## src/rtl/vnsl_pkg.sv

```systemverilog
// ----------------------------------------------------------------------------
// vnsl_pkg
// Types and codes shared by the nearest-seed label block: item layouts,
// operation and status codes, controller states and the control/status
// bundles between controller and datapath.
// ----------------------------------------------------------------------------
package vnsl_pkg;

  localparam int COORD_W    = 12;
  localparam int OUT_IDX_W  = 6;
  localparam int OUT_DIST_W = 25;

  typedef logic [COORD_W-1:0]    coord_t;
  typedef logic [OUT_IDX_W-1:0]  idx_out_t;
  typedef logic [OUT_DIST_W-1:0] dist_t;
  typedef logic [1:0]            code_t;

  // operation codes, code 3 is ignored
  localparam code_t OP_CLEAR   = 2'd0;
  localparam code_t OP_APPEND  = 2'd1;
  localparam code_t OP_QUERY   = 2'd2;
  localparam code_t OP_IGNORED = 2'd3;

  // result status codes
  localparam code_t ST_OK    = 2'd0;
  localparam code_t ST_FULL  = 2'd1;
  localparam code_t ST_EMPTY = 2'd2;

  typedef struct packed {
    code_t  operation;
    coord_t coord_x;
    coord_t coord_y;
  } in_item_t;

  typedef struct packed {
    code_t    status;
    idx_out_t seed_index;
    dist_t    distance_sq;
  } out_item_t;

  typedef enum logic [1:0] {
    S_IDLE,
    S_SCAN,
    S_DRAIN,
    S_REPLY
  } state_t;

  typedef struct packed {
    logic  clear_seeds;
    logic  write_seed;
    logic  load_query;
    logic  scan_en;
    logic  reply_load;
    logic  reply_best;
    code_t reply_status;
  } ctrl_cmd_t;

  typedef struct packed {
    logic full;
    logic empty;
    logic scan_last;
    logic pipe_idle;
  } dp_status_t;

endpackage

```

## src/rtl/vnsl_ctrl.sv

```systemverilog
// ----------------------------------------------------------------------------
// vnsl_ctrl
// Controller: decodes an accepted item, sequences the seed scan of a query,
// waits for the distance pipeline to empty and strobes the result.
// ----------------------------------------------------------------------------
module vnsl_ctrl (
  input  logic                   clk,
  input  logic                   rst,
  input  logic                   start,
  input  vnsl_pkg::code_t        operation,
  input  vnsl_pkg::dp_status_t   stat,
  output vnsl_pkg::ctrl_cmd_t    ctrl,
  output logic                   busy,
  output logic                   done
);

  vnsl_pkg::state_t state;
  vnsl_pkg::state_t state_next;
  logic             accept;

  assign accept = start && (state == vnsl_pkg::S_IDLE);

  always_ff @(posedge clk) begin
    if (rst) begin
      state <= vnsl_pkg::S_IDLE;
    end else begin
      state <= state_next;
    end
  end

  always_comb begin
    state_next = state;
    unique case (state)
      vnsl_pkg::S_IDLE: begin
        if (accept) begin
          if (operation == vnsl_pkg::OP_QUERY && !stat.empty) begin
            state_next = vnsl_pkg::S_SCAN;
          end else begin
            state_next = vnsl_pkg::S_REPLY;
          end
        end
      end
      vnsl_pkg::S_SCAN: begin
        if (stat.scan_last) begin
          state_next = vnsl_pkg::S_DRAIN;
        end
      end
      vnsl_pkg::S_DRAIN: begin
        if (stat.pipe_idle) begin
          state_next = vnsl_pkg::S_REPLY;
        end
      end
      vnsl_pkg::S_REPLY: begin
        state_next = vnsl_pkg::S_IDLE;
      end
      default: begin
        state_next = vnsl_pkg::S_IDLE;
      end
    endcase
  end

  always_comb begin
    ctrl = '0;
    ctrl.reply_status = vnsl_pkg::ST_OK;
    busy = 1'b1;
    done = 1'b0;
    unique case (state)
      vnsl_pkg::S_IDLE: begin
        busy = 1'b0;
        if (accept) begin
          ctrl.clear_seeds = (operation == vnsl_pkg::OP_CLEAR);
          ctrl.write_seed  = (operation == vnsl_pkg::OP_APPEND) && !stat.full;
          ctrl.load_query  = (operation == vnsl_pkg::OP_QUERY) && !stat.empty;
          ctrl.reply_load  = !ctrl.load_query;
          if (operation == vnsl_pkg::OP_APPEND && stat.full) begin
            ctrl.reply_status = vnsl_pkg::ST_FULL;
          end else if (operation == vnsl_pkg::OP_QUERY && stat.empty) begin
            ctrl.reply_status = vnsl_pkg::ST_EMPTY;
          end
        end
      end
      vnsl_pkg::S_SCAN: begin
        ctrl.scan_en = 1'b1;
      end
      vnsl_pkg::S_DRAIN: begin
        if (stat.pipe_idle) begin
          ctrl.reply_load = 1'b1;
          ctrl.reply_best = 1'b1;
        end
      end
      vnsl_pkg::S_REPLY: begin
        done = 1'b1;
      end
      default: begin
        busy = 1'b1;
      end
    endcase
  end

endmodule

```

## src/rtl/vnsl_dpath.sv

```systemverilog
// ----------------------------------------------------------------------------
// vnsl_dpath
// Datapath: seed memory and count, query coordinates, a three-stage
// distance pipeline (read, abs difference, square) and the running minimum.
// ----------------------------------------------------------------------------
module vnsl_dpath #(
  parameter int MAX_SEEDS  = 64,
  parameter int COORD_BITS = 12
) (
  input  logic                  clk,
  input  logic                  rst,
  input  vnsl_pkg::in_item_t    cmd,
  input  vnsl_pkg::ctrl_cmd_t   ctrl,
  output vnsl_pkg::dp_status_t  stat,
  output vnsl_pkg::out_item_t   result
);

  localparam int IDXW = (MAX_SEEDS > 1) ? $clog2(MAX_SEEDS) : 1;
  localparam int CNTW = $clog2(MAX_SEEDS + 1);
  localparam int SQW  = 2 * COORD_BITS;
  localparam int DW   = SQW + 1;

  logic [2*COORD_BITS-1:0] seed_mem [MAX_SEEDS];
  logic [CNTW-1:0]         seed_count;
  logic [IDXW-1:0]         scan_addr;
  logic [COORD_BITS-1:0]   qx;
  logic [COORD_BITS-1:0]   qy;

  logic [2*COORD_BITS-1:0] rd_data;
  logic                    rd_valid;
  logic [IDXW-1:0]         rd_idx;
  logic [COORD_BITS-1:0]   rd_x;
  logic [COORD_BITS-1:0]   rd_y;

  logic [COORD_BITS-1:0]   dx;
  logic [COORD_BITS-1:0]   dy;
  logic                    diff_valid;
  logic [IDXW-1:0]         diff_idx;

  logic [SQW-1:0]          sqx;
  logic [SQW-1:0]          sqy;
  logic                    sq_valid;
  logic [IDXW-1:0]         sq_idx;

  logic [DW-1:0]           sum;
  logic [DW-1:0]           best_d;
  logic [IDXW-1:0]         best_i;
  logic                    best_valid;
  vnsl_pkg::dist_t         best_d_out;

  // seed table
  always_ff @(posedge clk) begin
    if (ctrl.write_seed) begin
      seed_mem[seed_count[IDXW-1:0]] <= {COORD_BITS'(cmd.coord_x), COORD_BITS'(cmd.coord_y)};
    end
  end

  always_ff @(posedge clk) begin
    if (rst) begin
      seed_count <= '0;
    end else if (ctrl.clear_seeds) begin
      seed_count <= '0;
    end else if (ctrl.write_seed) begin
      seed_count <= seed_count + CNTW'(1);
    end
  end

  // query coordinates and scan address
  always_ff @(posedge clk) begin
    if (ctrl.load_query) begin
      qx        <= COORD_BITS'(cmd.coord_x);
      qy        <= COORD_BITS'(cmd.coord_y);
      scan_addr <= '0;
    end else if (ctrl.scan_en) begin
      scan_addr <= scan_addr + IDXW'(1);
    end
  end

  // stage 1: registered memory read
  always_ff @(posedge clk) begin
    if (ctrl.scan_en) begin
      rd_data <= seed_mem[scan_addr];
    end
    rd_idx <= scan_addr;
  end

  assign rd_x = rd_data[2*COORD_BITS-1:COORD_BITS];
  assign rd_y = rd_data[COORD_BITS-1:0];

  // stage 2: absolute differences; stage 3: squares
  always_ff @(posedge clk) begin
    dx       <= (rd_x >= qx) ? (rd_x - qx) : (qx - rd_x);
    dy       <= (rd_y >= qy) ? (rd_y - qy) : (qy - rd_y);
    diff_idx <= rd_idx;
    sqx      <= SQW'(dx) * SQW'(dx);
    sqy      <= SQW'(dy) * SQW'(dy);
    sq_idx   <= diff_idx;
  end

  always_ff @(posedge clk) begin
    if (rst) begin
      rd_valid   <= 1'b0;
      diff_valid <= 1'b0;
      sq_valid   <= 1'b0;
    end else begin
      rd_valid   <= ctrl.scan_en;
      diff_valid <= rd_valid;
      sq_valid   <= diff_valid;
    end
  end

  assign sum = DW'(sqx) + DW'(sqy);

  // running minimum, strict compare keeps the lowest index on ties
  always_ff @(posedge clk) begin
    if (rst) begin
      best_valid <= 1'b0;
    end else if (ctrl.load_query) begin
      best_valid <= 1'b0;
    end else if (sq_valid) begin
      best_valid <= 1'b1;
    end
  end

  always_ff @(posedge clk) begin
    if (sq_valid && (!best_valid || sum < best_d)) begin
      best_d <= sum;
      best_i <= sq_idx;
    end
  end

  generate
    if (DW > vnsl_pkg::OUT_DIST_W) begin : g_sat
      assign best_d_out = (|best_d[DW-1:vnsl_pkg::OUT_DIST_W]) ? '1
                                                               : vnsl_pkg::dist_t'(best_d);
    end else begin : g_ext
      assign best_d_out = vnsl_pkg::dist_t'(best_d);
    end
  endgenerate

  // result register
  always_ff @(posedge clk) begin
    if (ctrl.reply_load) begin
      if (ctrl.reply_best) begin
        result.status      <= vnsl_pkg::ST_OK;
        result.seed_index  <= vnsl_pkg::idx_out_t'(best_i);
        result.distance_sq <= best_d_out;
      end else begin
        result.status      <= ctrl.reply_status;
        result.seed_index  <= '0;
        result.distance_sq <= '0;
      end
    end
  end

  assign stat.full      = (seed_count == CNTW'(MAX_SEEDS));
  assign stat.empty     = (seed_count == '0);
  assign stat.scan_last = (CNTW'(scan_addr) == seed_count - CNTW'(1));
  assign stat.pipe_idle = !(rd_valid || diff_valid || sq_valid);

endmodule

```

## src/rtl/voronoi_nearest_seed_label.sv

```systemverilog
// ----------------------------------------------------------------------------
// voronoi_nearest_seed_label
// Nearest-seed labelling: clear the seed table, append a seed, or query a
// pixel for the nearest seed by squared distance (lowest index on ties).
// ----------------------------------------------------------------------------
// clear, append, ignored and empty-table items strobe done in the cycle after accept
// query with N seeds: after accept, one seed is read from the memory port per cycle,
//   then the 3-stage distance pipeline drains and done strobes
// next item can be taken in the cycle after done
// reset: controller idle, seed table empty; seed memory contents are not cleared
// ----------------------------------------------------------------------------
module voronoi_nearest_seed_label #(
  parameter int MAX_SEEDS  = 64,
  parameter int COORD_BITS = 12
) (
  input  logic                 clk,
  input  logic                 rst,
  input  logic                 start,
  output logic                 busy,
  input  vnsl_pkg::in_item_t   cmd,
  output logic                 done,
  output vnsl_pkg::out_item_t  result
);

  vnsl_pkg::ctrl_cmd_t  ctrl;
  vnsl_pkg::dp_status_t stat;

  vnsl_ctrl u_ctrl (
    .clk       (clk),
    .rst       (rst),
    .start     (start),
    .operation (cmd.operation),
    .stat      (stat),
    .ctrl      (ctrl),
    .busy      (busy),
    .done      (done)
  );

  vnsl_dpath #(
    .MAX_SEEDS  (MAX_SEEDS),
    .COORD_BITS (COORD_BITS)
  ) u_dpath (
    .clk    (clk),
    .rst    (rst),
    .cmd    (cmd),
    .ctrl   (ctrl),
    .stat   (stat),
    .result (result)
  );

  a_done_single: assert property (@(posedge clk) disable iff (rst)
    done |=> !done)
    else $error("done strobe longer than one cycle");

  a_accept_busy: assert property (@(posedge clk) disable iff (rst)
    (start && !busy) |=> busy)
    else $error("accepted item did not make the block busy");

  a_status_fields: assert property (@(posedge clk) disable iff (rst)
    (done && (result.status == vnsl_pkg::ST_EMPTY || result.status == vnsl_pkg::ST_FULL))
      |-> (result.seed_index == '0 && result.distance_sq == '0))
    else $error("nonzero fields on a non-ok result");

  a_no_write_while_busy: assert property (@(posedge clk) disable iff (rst)
    (ctrl.write_seed || ctrl.clear_seeds) |-> !busy)
    else $error("seed table changed during a query");

endmodule

```

## config.mk

```make
export PLATFORM = sky130hd
export DESIGN_NAME = voronoi_nearest_seed_label
export DESIGN_NICKNAME = d
export VERILOG_FILES = /design/src/rtl/vnsl_pkg.sv /design/src/rtl/vnsl_ctrl.sv /design/src/rtl/vnsl_dpath.sv /design/src/rtl/voronoi_nearest_seed_label.sv
export SDC_FILE = /design/constraint.sdc
export NUM_CORES = 2
export LEC_CHECK = 0
export ABC_AREA = 1
export BUFFER_PORTS_ARGS = -buffer_cell sky130_fd_sc_hd__buf_2
export CAP_MARGIN = 30
export CORE_MARGIN = 10
export CORE_UTILIZATION = 35
export CTS_BUF_LIST = sky130_fd_sc_hd__clkbuf_16
export DETAILED_ROUTE_END_ITERATION = 16
export PLACE_DENSITY_LB_ADDON = 0.08
export SLEW_MARGIN = 10
export SYNTH_ARGS = -nofsm -noshare
export SYNTH_HDL_FRONTEND = slang
export SYNTH_SLANG_ARGS = --single-unit
```

## constraint.sdc

```tcl
create_clock -name clk -period 5.6 [get_ports clk]
set_input_delay 0 -clock clk [delete_from_list [all_inputs] [get_ports clk]]
set_output_delay 0 -clock clk [all_outputs]
set_load 0.02 [all_outputs]
```

### After elaboration in Yosys (flattened, before gate mapping)

Memory sizes are Yosys's and may differ from the RTL's. A register that Yosys moved wholly into a read port is not among the register bits.
Index checks and enable logic that the tools add are counted.

* equal/unequal tests: 10
* multipliers: 2
* mux-type cells: 20
* $add $sub $neg: 8
* order comparisons: 3
* bitwise gates (word level): 2
* reductions and logical operators: 21

Operator list (count)
* $mul A12 B12 Y24: 2
* $sub A12 B12 Y12: 4
* $add A24 B24 Y25: 1
* $lt A25 B25 Y1: 1
* $ge A12 B12 Y1: 2
* $mux W12: 2
* $mux W2: 6
* $mux W1: 8
* $pmux W2 S4: 1
* $add A7 B1 Y7 const B: 1
* $eq A6 B7 Y1: 1
* $eq A7 B7 Y1 const B: 1
* $logic_not A7 Y1: 1
* $sub A7 B1 Y7 const B: 1
* $add A6 B1 Y6 const B: 1
* $eq A2 B2 Y1 const B: 3
* $logic_and A1 B1 Y1: 6
* $mux W3: 2
* $eq A2 B1 Y1 const B: 2
* $logic_not A1 Y1: 4
* $logic_not A2 Y1: 2
* $ne A2 B2 Y1 const B: 2
* $reduce_or A2 Y1: 2
* $reduce_or A4 Y1: 1
* other kinds (6): 9

* memory bits (writable): 1536
* output and inout bits: 35
* register bits: 197
* input bits: 29
* memories kept: 1
* word-level logic and storage cells: 89

Memory list
* u_dpath.seed_mem: depth 64, width 24, read ports 1, clocked after memory_dff 1, write ports 1, line vnsl_dpath.sv:23 `logic [2*COORD_BITS-1:0] seed_mem [MAX_SEEDS];`

### Depth between registers and ports, before layout

* depth after elaboration: 7
* mapped depth: 22
* depth with buffers taken out: 21

### Modules after synthesis

A second synthesis with hierarchy kept.

* cells, all modules: 7952
* area, all modules: 82479.1 sq um

Modules (own cells, without submodules)
* vnsl_dpath: cells an instance 7907, seq. area each 51589.5 sq um, times used 1, area each 82216.4 sq um
* vnsl_ctrl: cells an instance 45, seq. area each 40.0 sq um, times used 1, area each 262.8 sq um

### Worst setup path after synthesis

OpenSTA, ideal clock, no wires.

* path kind: register -> register
* from: register u_dpath.dx[6]
* to: register u_dpath.sqx[17]
* setup time: 0.120 ns
* period minus slack after synthesis: 4.643 ns
* path buffers: 1
* required time: 5.480 ns
* setup slack: 0.957 ns
* arrival: 4.523 ns
* cell stages (with the launch flop): 20
* cell sequence: dfxtp_1 -> clkbuf_1 -> nand2_1 -> inv_1 -> fa_1 -> fa_1 -> inv_1 -> fa_1 -> inv_1 -> fa_1 -> inv_1 -> fa_1 -> inv_1 -> ha_1 -> nand2_1 -> nor2_1 -> inv_1 -> o21ai_0 -> a21oi_1 -> xnor2_1

* longest elaborated chain between the ends: 1

Ends and longest elaborated chain
* from (decl): line vnsl_dpath.sv:35 `logic [COORD_BITS-1:0] dx;`
* from (signal assigned): line vnsl_dpath.sv:92 `dx <= (rd_x >= qx) ? (rd_x - qx) : (qx - rd_x);`
* $mul A12 B12 Y24: line vnsl_dpath.sv:95 `sqx <= SQW'(dx) * SQW'(dx);`
* to (signal assigned): line vnsl_dpath.sv:95
* to (decl): line vnsl_dpath.sv:40 `logic [SQW-1:0] sqx;`

No other way between the ends.
A chain may end at the register's enable or synchronous reset.

### Worst setup path in the final report

* from: register u_dpath.dy[3]
* to: register u_dpath.sqy[20]

* longest elaborated chain between the ends: 1

Ends and longest elaborated chain
* from (decl): line vnsl_dpath.sv:36 `logic [COORD_BITS-1:0] dy;`
* from (signal assigned): line vnsl_dpath.sv:93 `dy <= (rd_y >= qy) ? (rd_y - qy) : (qy - rd_y);`
* $mul A12 B12 Y24: line vnsl_dpath.sv:96 `sqy <= SQW'(dy) * SQW'(dy);`
* to (signal assigned): line vnsl_dpath.sv:96
* to (decl): line vnsl_dpath.sv:41 `logic [SQW-1:0] sqy;`

No other way between the ends.

==> impl_metrics.env <==
export IMPL_fp_row_count=174
export IMPL_path_clk_slew_ps=60
export IMPL_reg2reg_from="u_dpath.dy[3]"
export IMPL_fin_skew_ps=64.1
export IMPL_fmax_mhz=196
export IMPL_die_y_um=495
export IMPL_finalInstanceArea_sq_um=89900
export IMPL_worstSetupStartpointType="flip-flop"
export IMPL_grt_usage=0.195
export IMPL_rsz0062_at_grt="no"
export IMPL_portBuffers=63
export IMPL_setup_slack_ps=493
export IMPL_maxCapViolCount=0
export IMPL_worst_r2r_path_depth=19
export IMPL_cpMaxStageDelayCell="dfxtp_1"
export IMPL_post_cts_setup_buffer_count=0
export IMPL_setup_violations=0
export IMPL_cts_sinks=1755
export IMPL_grt_pass1_wl_um=353000
export IMPL_relSlewSlack=0.324
export IMPL_placed_cell_area_sq_um=83400
export IMPL_place_inst=9592
export IMPL_cts_resized=0
export IMPL_min_period_ps=5110
export IMPL_synthesis_area_sq_um=79100
export IMPL_multi_input_area_sq_um=24200
export IMPL_crit_end="u_dpath.sqy[20]"
export IMPL_clk_path_buf_depth=3
export IMPL_cts_buffers=194
export IMPL_finalSetupTns_ps=0
export IMPL_max_stage_delay_ps=640
export IMPL_crit_path_cell_trace="nand2_1, inv_1, ha_1, xnor2_1, fa_1, inv_1, fa_1, fa_1, inv_1, fa_1, inv_1, ha_1, nand2_1, o21ai_0, nor2_1, o21bai_1, nand3_1, nand3_1, nand2_1"
export IMPL_instances_no_fill=9993
export IMPL_yosys_warnings=0
export IMPL_rrSetupSlack_ps=490
export IMPL_ys_ff_latch=1755
export IMPL_avgSynthCellArea_sq_um=11.7
export IMPL_grt_pass1_vias=50600
export IMPL_tightestPinTransition_ps=1010
export IMPL_yosysUniqueCellTypes=44
export IMPL_nNetsFinal=7239
export IMPL_r2r_end="u_dpath.sqy[20]"
export IMPL_cts_tree="done"
export IMPL_cp_end_kind="flip-flop"
export IMPL_status="complete, no violations"
export IMPL_regArea_sq_um=51600
export IMPL_grt_overflow_total=0
export IMPL_layout_commonest_cell="edfxtp_1"
export IMPL_synthCells=6754
export IMPL_fillers=21400
export IMPL_grt_max_degree=132
export IMPL_initial_utilization=0.352
export IMPL_holdBufCountCts=31
export IMPL_cp_required_ps=6270
export IMPL_crit_path_max_fanout=12
export IMPL_hold_path_class="in -> reg"
export IMPL_cp_num_cells=19
export IMPL_ys_flop_type="edfxtp_1"
export IMPL_dr_first_iter_drc_count=4196
export IMPL_synth_edf_count=1648
export IMPL_drt_first_pass_iters=6
export IMPL_drc=0
export IMPL_die_width_um=495
export IMPL_hold_violations=0
export IMPL_min_period_over_period=0.912
export IMPL_gp_congestion=0.805
export IMPL_critPathBufInv=4
export IMPL_core_area_sq_um=225000
export IMPL_synthArstFlopShare=0
export IMPL_antenna_found_initial=13
export IMPL_ios=64
export IMPL_syn_to_final_growth_pct=13.6
export IMPL_startpoint="u_dpath.dy[3]"
export IMPL_viasPerCell=5.14
export IMPL_drive_above_1_share=0.0858
export IMPL_dp_hpwl_um=141000
export IMPL_antenna_left=0
export IMPL_critPathKind="reg -> reg"
export IMPL_synth_nets=7163
export IMPL_ys_seq_area_frac=0.653
export IMPL_cp_top_family="adder cells"
export IMPL_layout_common_cells="edfxtp_1, nor2_1, nand2_1, o21ai_0, inv_1"
export IMPL_pre_cts_ws_ps=497
export IMPL_wire_per_inst_um=24.4
export IMPL_die_area_sq_um=245000
export IMPL_slew_viol_final=0
export IMPL_cts_root_buffer="clkbuf_16"
export IMPL_vias=51300
export IMPL_htree_levels=4
export IMPL_drt_wl_total_um=244000
export IMPL_worstPathArrival_ps=5780
export IMPL_clk_latency_ps=840
## layout make-up
class	count	share of cell area
antenna	6	0.000167
multi-input combinational	4117	0.269
sequential	1755	0.574
inverter	507	0.0215
clock inverter	161	0.0126
timing repair buffer	255	0.0250
clock buffer	200	0.0557
tap	2992	0.0416
## per-stage QoR
stage / util / hold slack, ps
6_report: 0.400 / 122
5_1_grt: 0.400 / 117
4_1_cts: 0.399 / 30.2
3_5_place_dp: 0.371 / 236
3_3_place_gp: 0.370 / 231
2_1_floorplan: - / 72.4
## registers in the layout, summed over array words and instances (netlist names), 23 cells and up
signal / count
u_dpath.best_d: 25
u_dpath.sqx: 23
u_dpath.rd_data: 24
u_dpath.seed_mem: 1536
u_dpath.sqy: 23
u_dpath.result: 33
## logic make-up (layout without fill, tap and decap cells)
family | Yosys count | after routing | synth area share
and+or+nand+nor | 2244 | 2244 | 0.115
DFF | 1755 | 1755 | 0.653
AOI/OAI and AO/OA | 1375 | 1375 | 0.0980
buffers and inverters | 882 | 1123 | 0.0460
adders and majority gates | 380 | 380 | 0.0754
xor gates and xnor gates | 118 | 118 | 0.0131
other | 0 | 6 | 0
## worst register-to-register path: stages, from the launching register on
cell and delay, ps:
dfxtp_1 640, nand2_1 170, inv_1 120, ha_1 240
xnor2_1 150, fa_1 390, inv_1 70, fa_1 430
fa_1 580, inv_1 60, fa_1 470, inv_1 40
ha_1 340, nand2_1 100, o21ai_0 350, nor2_1 160
o21bai_1 360, nand3_1 160, nand3_1 110, nand2_1 50
## routing by layer
metal	up-vias	global-route usage	wire length, um	share of wire
li1	24000	-	-	-
met1	25800	0.259	107000	0.44
met2	1310	0.330	118000	0.48
met3	311	0.0289	12000	0.049
met4	2	0.0562	7170	0.029
met5	-	0	13	0.000053
## worst min path at each step
stage / end / start / cells past startpoint
finish: u_ctrl.state[1] / rst / 5
floorplan: u_dpath.diff_valid / rst / 1
CTS: u_ctrl.state[1] / rst / 5
detailed placement: u_dpath.diff_valid / rst / 2
global placement: u_dpath.sq_valid / rst / 2
global route: u_ctrl.state[1] / rst / 5
## cells in the mapped netlist (32+ instances only)
master / count / share of area
o21ai_1: 124 / 0.0078
nand3_1: 284 / 0.018
nor2_1: 1038 / 0.049
a21oi_1: 171 / 0.011
o211ai_1: 145 / 0.014
nand4_1: 61 / 0.0048
fa_1: 161 / 0.041
clkbuf_1: 210 / 0.010
inv_1: 500 / 0.024
o21ai_0: 675 / 0.043
nand2_1: 799 / 0.038
buf_1: 32 / 0.0015
xor2_1: 88 / 0.0097
o22ai_1: 163 / 0.013
ha_1: 219 / 0.035
o221ai_1: 53 / 0.0059
buf_2: 89 / 0.0056
dfxtp_1: 107 / 0.027
edfxtp_1: 1648 / 0.63
Power is not shown: default switching activity piles up to over one toggle a cycle in this logic, so the estimate is an artifact.
